File: src/design/scoped_symbol_binding_stack_macros.svh
// ----------------------------------------------------------------------------
// Scoped symbol binding stack: assertion macros
// Shared assertion wrappers, clocked on clk_i; SSBS_ASSERT is disabled while rst_ni is low (active-low reset).
// ----------------------------------------------------------------------------
`ifndef SCOPED_SYMBOL_BINDING_STACK_MACROS_SVH
`define SCOPED_SYMBOL_BINDING_STACK_MACROS_SVH

// Check a property outside reset
`define SSBS_ASSERT(lbl, prop, msg) \
  lbl: assert property (@(posedge clk_i) disable iff (!rst_ni) prop) else $error(msg);

// Check a property at every edge, reset included
`define SSBS_ASSERT_ALWAYS(lbl, prop, msg) \
  lbl: assert property (@(posedge clk_i) prop) else $error(msg);

`endif

File: src/design/ssbs_pkg.sv
// ----------------------------------------------------------------------------
// Scoped symbol binding stack package
// Widths, codes and the types passed between the top level and the cells.
// ----------------------------------------------------------------------------
package ssbs_pkg;

  localparam int unsigned STACK_DEPTH_DEF = 64;
  localparam int unsigned SYM_W           = 16;
  localparam int unsigned VAL_W           = 32;

  typedef enum logic [1:0] {
    ACT_PUSH   = 2'd0,
    ACT_POP    = 2'd1,
    ACT_LOOKUP = 2'd2,
    ACT_SCOPE  = 2'd3
  } action_e;

  typedef enum logic [1:0] {
    STAT_OK    = 2'd0,
    STAT_FULL  = 2'd1,
    STAT_EMPTY = 2'd2
  } status_e;

  typedef enum logic {
    ST_IDLE,
    ST_SEARCH
  } state_e;

  // Shift request broadcast to every cell
  typedef struct packed {
    logic push;
    logic pop;
  } shift_t;

  // Search token handed from cell to cell
  typedef struct packed {
    logic             active;
    logic             lookup;
    logic             done;
    logic             found;
    logic [SYM_W-1:0] key;
    logic [SYM_W-1:0] end_key;
    logic [VAL_W-1:0] value;
  } token_t;

endpackage

File: src/design/ssbs_cell.sv
// ----------------------------------------------------------------------------
// Binding cell
// Holds one stack entry, shifts with its neighbours on push and pop, and
// tests the passing search token against its entry.
// ----------------------------------------------------------------------------
module ssbs_cell
  import ssbs_pkg::*;
#(
  parameter int unsigned CNT_W = 7
) (
  input  logic             clk_i,
  input  logic             rst_ni,
  input  shift_t           shift_i,
  input  logic [SYM_W-1:0] above_sym_i,
  input  logic [VAL_W-1:0] above_val_i,
  input  logic [SYM_W-1:0] below_sym_i,
  input  logic [VAL_W-1:0] below_val_i,
  output logic [SYM_W-1:0] sym_o,
  output logic [VAL_W-1:0] val_o,
  input  token_t           tok_i,
  input  logic [CNT_W-1:0] rem_i,
  output token_t           tok_o,
  output logic [CNT_W-1:0] rem_o
);

  logic [SYM_W-1:0] sym_q, sym_d;
  logic [VAL_W-1:0] val_q, val_d;
  token_t           tok_q, tok_d;
  logic [CNT_W-1:0] rem_q, rem_d;

  // Take the entry from above on push, from below on pop
  always_comb begin
    sym_d = sym_q;
    val_d = val_q;
    if (shift_i.push) begin
      sym_d = above_sym_i;
      val_d = above_val_i;
    end else if (shift_i.pop) begin
      sym_d = below_sym_i;
      val_d = below_val_i;
    end
  end

  // Test the token: stop past the occupied entries or, on a scope check, at the
  // scope end; mark a match found (a lookup also captures its value), otherwise count one entry off
  always_comb begin
    tok_d = tok_i;
    rem_d = rem_i;
    if (tok_i.active && !tok_i.done) begin
      if (rem_i == '0) begin
        tok_d.done = 1'b1;
      end else if (!tok_i.lookup && (sym_q == tok_i.end_key)) begin
        tok_d.done = 1'b1;
      end else if (sym_q == tok_i.key) begin
        tok_d.done  = 1'b1;
        tok_d.found = 1'b1;
        if (tok_i.lookup) begin
          tok_d.value = val_q;
        end
      end else begin
        rem_d = rem_i - CNT_W'(1);
      end
    end
  end

  // Hold the entry
  always_ff @(posedge clk_i) begin
    sym_q <= sym_d;
    val_q <= val_d;
  end

  // Advance the token
  always_ff @(posedge clk_i or negedge rst_ni) begin
    if (!rst_ni) begin
      tok_q <= '0;
      rem_q <= '0;
    end else begin
      tok_q <= tok_d;
      rem_q <= rem_d;
    end
  end

  assign sym_o = sym_q;
  assign val_o = val_q;
  assign tok_o = tok_q;
  assign rem_o = rem_q;

endmodule

File: config.mk
export PLATFORM = sky130hd
export DESIGN_NAME = ssbs_cell
export DESIGN_NICKNAME = d
export VERILOG_FILES = /design/src/design/scoped_symbol_binding_stack_macros.svh /design/src/design/ssbs_pkg.sv /design/src/design/ssbs_cell.sv
export SDC_FILE = /design/constraint.sdc
export NUM_CORES = 1
export LEC_CHECK = 0
export BUFFER_PORTS_ARGS = -buffer_cell sky130_fd_sc_hd__buf_2
export CAP_MARGIN = 20
export CORE_ASPECT_RATIO = 1.1
export CORE_MARGIN = 3
export CORE_UTILIZATION = 40
export CTS_BUF_LIST = sky130_fd_sc_hd__clkbuf_2 sky130_fd_sc_hd__clkbuf_4 sky130_fd_sc_hd__clkbuf_8
export DETAILED_ROUTE_END_ITERATION = 8
export MAX_ROUTING_LAYER = met4
export PLACE_DENSITY = 0.71
export SLEW_MARGIN = 25
export SYNTH_ARGS = -nofsm -noshare
export SYNTH_HDL_FRONTEND = slang
export SYNTH_SLANG_ARGS = --single-unit
export TNS_END_PERCENT = 50
File: constraint.sdc
create_clock -name clk_i -period 3.2 [get_ports clk_i]
set_clock_uncertainty 0.2 [all_clocks]
set_input_delay 0.64 -clock clk_i [delete_from_list [all_inputs] [get_ports clk_i]]
set_output_delay 0.64 -clock clk_i [all_outputs]
set_load 0.03 [all_outputs]
**Word-level counts from Yosys, hierarchy flattened**

Cells that the tools add are included.

- Add/subtract/negate cells: 1
- Multiplexer cells: 19
- Reductions and logical operators: 6
- Eq/ne operators: 2

Operator list:

| operator | number |
|---|---|
| $mux W32 | 7 |
| $eq A16 B16 Y1 | 2 |
| $mux W16 | 2 |
| $mux W7 | 4 |
| $logic_not A7 Y1 | 1 |
| $sub A7 B1 Y7 const B | 1 |
| $mux W1 | 4 |
| $mux W2 | 2 |
| $logic_and A1 B1 Y1 | 2 |
| $logic_not A1 Y1 | 2 |
| $reduce_bool A2 Y1 | 1 |

- Output and inout bits: 123
- Flip-flop bits (word level): 123
- Input bits: 175
- Logic and storage cells: 38

**Longest topological paths before layout**

- Depth in word-level cells: 5
- Depth in mapped cells: 8
- Mapped depth without buffers: 7

**Worst setup path before layout**

No wires, ideal clock.

- Kind: input to register
- Start point: in shift_i[1] in the netlist's numbering
- End point: reg sym_q[0], in the netlist sym_o[0] (enable)
- Arrival: 2042 ps
- Path slack: 574 ps
- Buffers on the path: 2
- Stages: 3
- Library setup time: 384 ps
- Data required time: 2616 ps
- Cells stage by stage: buf_1 buf_1 or2_2

- Cells in the longest elaborated chain, start to end: 1

Ends and longest elaborated chain:

| item | RTL line | text |
|---|---|---|
| from (decl) | ssbs_cell.sv:13 | `input shift_t shift_i,` |
| $reduce_bool A2 Y1 (no line) | - |  |
| to (signal assigned) | ssbs_cell.sv:68 | `sym_q <= sym_d;` |
| to (decl) | ssbs_cell.sv:26 | `logic [SYM_W-1:0] sym_q, sym_d;` |

Every way passes these cells.
A chain may end at the register's enable or synchronous reset.

**Final worst setup path**

- Start point: reg sym_q[14], in the netlist sym_o[14]
- End point: reg rem_q[6], in the netlist rem_o[6]

- Cells in the longest elaborated chain, start to end: 5
- Elaborated cells on any way between the ends: 7
- Those cells by class: eq/ne: 2; mux: 4; reduce/logical: 1

Ends and longest elaborated chain:

| item | RTL line | text |
|---|---|---|
| $eq A16 B16 Y1 (on tied branches) | ssbs_cell.sv:54, ssbs_cell.sv:52 |  |
| $mux W7 or $logic_and A1 B1 Y1 (tied branches) | ssbs_cell.sv:54, ssbs_cell.sv:52 |  |
| $mux W7 (*) | ssbs_cell.sv:52 | `end else if (!tok_i.lookup && (sym_q == tok_i.end_key)) begin` |
| $mux W7 (*) | ssbs_cell.sv:50 | `if (rem_i == '0) begin` |
| $mux W7 (*) | ssbs_cell.sv:49 | `if (tok_i.active && !tok_i.done) begin` |
| net rem_d[6] | ssbs_cell.sv:29 | `logic [CNT_W-1:0] rem_q, rem_d;` |
| to (signal assigned) | ssbs_cell.sv:79 | `rem_q <= rem_d;` |
| to (decl) | ssbs_cell.sv:29 |  |

Mark *: on every way through the listed nets, which the timed path passes. The rest lies on a longest branch.

==> flow_metrics.tcl <==
set metrics [dict create \
    outcome "finished clean" \
    synth_nets 469 \
    synth_edf_count 48 \
    grt_max_degree 76 \
    path_clk_slew_ns 0.07 \
    cts_max_path_buffers 2 \
    synth_common_cells "dfrtp_1 (75), mux2_2 (51), edfxtp_1 (48)" \
    arrival_ns 2.69 \
    avgSynthCellArea_um2 17.3 \
    drive_gt1_share_pct 67.8 \
    gp_congestion 0.795 \
    worstMarginPinSlew_ns 0.687 \
    cts_buffers 17 \
    worstPathCellList "xor2_1, nor3_1, nand3_1, or4_1, nor3b_1, mux2_1" \
    fin_nets 782 \
    period_share_pct 80.3 \
    endpoint_kind "flip-flop" \
    p_per_area_mw_per_mm2 542 \
    gr-total-overflow 0 \
    ys.flop_type "dfrtp_1" \
    final_core_util_pct 58.3 \
    critPathLaunchType "flip-flop" \
    post_cts_buffers 0 \
    drt-vias-per-instance 4.67 \
    start_util_pct 41.4 \
    track_usage_pct 20.5 \
    grt_pass1_vias 3910 \
    irDropWorstVdd_v 0.000361 \
    root_buffer "clkbuf_8" \
    holdWs_ns 0.0286 \
    wire_per_inst_um 18.0 \
    setup_ws_ns 0.629 \
    drv_slew 0 \
    place_inst 740 \
    detail_route.first_pass.iterations 4 \
    clock.fmax_mhz 389 \
    period_needed_ns 2.57 \
    setup_tns_ns 0 \
    rsz0062_at_grt "false" \
    grt_antenna_before_repair 0 \
    cts_hold_buf 0 \
    drt_iter0_markers 124 \
    report.final.hold_viol_count 0 \
    synth_cells 292 \
    ant_nets 0 \
    p_leak_nw 3.43 \
    wl_mm 13.9 \
    yosysSeqAreaShare_pct 65.7 \
    synth_top_area_cell "dfrtp_1" \
    slew_headroom_pct 54.2 \
    drc 0 \
    path_max_fanout 8 \
    synth_top_area_share_pct 37.1 \
    vias 3604 \
    slowest_stage "or4_1" \
    synth-seq-cells 123 \
    critPathBufInv 0 \
    async_flop_share_pct 61.0 \
    area_delta_synth_final_pct 40.7 \
    fp.coreArea_mm2 0.0122 \
    synthTopCellsByArea "dfrtp_1 (37%), edfxtp_1 (29%), mux2_2 (11%)" \
    port_buffers 297 \
    dp_slack_ns 0.370 \
    num_rows 42 \
    max_cap_violations 0 \
    clock-sinks 123 \
    yosysMostFrequentCell "dfrtp_1" \
    ys.warnings.count 0 \
    die_y_um 124 \
    grt_pass1_wl_mm 20.5 \
    io_pins 298 \
    synth.distinct_cells 32 \
    diodes 0 \
    critPathKind "flip-flop to flip-flop" \
    worst_ep_required_time_ns 3.32 \
    cts_tree "yes" \
    hold_path_class "primary input to asynchronous set/reset pin" \
    die-area_mm2 0.0140 \
    path_delay_family "simple AND/OR/NAND/NOR gates" \
    insertion_delay_ns 0.44 \
    setup_viol 0 \
    instances_no_fill 772 \
    dp_hpwl_mm 11.0 \
    cts_htree_levels 4 \
    ctsResizeCount 0 \
    max_stage_delay_ns 0.58 \
    die_w_um 113 \
    syn_area_mm2 0.00505 \
]
## worst register-to-register path: stages, from the launching register on
cell and delay (ns):
edfxtp_1 0.46, xor2_1 0.20, nor3_1 0.33, nand3_1 0.14, or4_1 0.58, nor3b_1 0.22
mux2_1 0.32
## per-layer routing
layer	global-route usage (%)	wire (um)	vias to the layer above
li1	-	-	1682
met1	22.3	5090	1735
met2	34.7	7410	165
met3	7.19	1130	22
met4	8.26	272	0
met5	-	0	-
## placed cells by master, fill, tap and decap left out, types with 4 or more instances in the layout
master / synthesis / routed
buf_2: 0 / 296
dfrtp_1: 75 / 75
mux2_2: 51 / 51
edfxtp_1: 48 / 48
mux2_4: 30 / 30
xor2_1: 28 / 28
clkbuf_8: 0 / 18
nor4_1: 6 / 6
xnor2_1: 5 / 5
nor2_1: 5 / 5
mux2_1: 4 / 4
nor3_1: 4 / 4
clkinv_1: 0 / 4
clkinv_2: 0 / 4
## power breakdown
group	switching (W)	internal [W]	leakage, nW
Combinational	0.000443	0.000270	1.87
Sequential	0.0000619	0.00177	1.36
Clock	0.000584	0.000720	0.194
Total	0.00109	0.00276	3.43
## area by class of cell
type,instances,area [um2]
Fill cell,985,5080
Sequential cell,123,3320
Multi-Input combinational cell,157,1640
Timing Repair Buffer,303,1580
Clock buffer,21,270
Tap cell,154,193
Clock inverter,11,103
Inverter,3,11.3
## logic make-up after synthesis
group	synth area share, %
DFF	65.7
muxes	21.4
and+or+nand+nor	4.56
xor gates and xnor gates	5.72
buffers and inverters	1.88
AOI/OAI and AO/OA	0.297
adders and majority gates	0.495
## registers in the layout (all words and copies together), names as in the netlist
name	count
tok_o	68
rem_o	7
sym_o	16
val_o	32
## worst paths after layout
check                      startpoint         to  slack [ns]  cells after the start
min in group clk_i          tok_i[55]  tok_o[55]        0.13                      1
max in group asynchronous      rst_ni  tok_o[12]        2.31                      1
max                         sym_o[14]   rem_o[6]        0.63                      6
min reg2reg                 val_o[14]  tok_o[14]        0.30                      1
min                            rst_ni  tok_o[43]        0.03                      1
max reg2reg                 sym_o[14]   rem_o[6]        0.63                      6
## per-stage QoR
step	power (W)	instance area [um2]
3_5_place_dp	0.00259	6730
6_report	0.00385	7110
4_1_cts	0.00390	7110
3_3_place_gp	0.00257	6730
5_1_grt	0.00401	7110
2_1_floorplan	0.00226	5050
No activity file was read; power rests on OpenSTA's default activity.
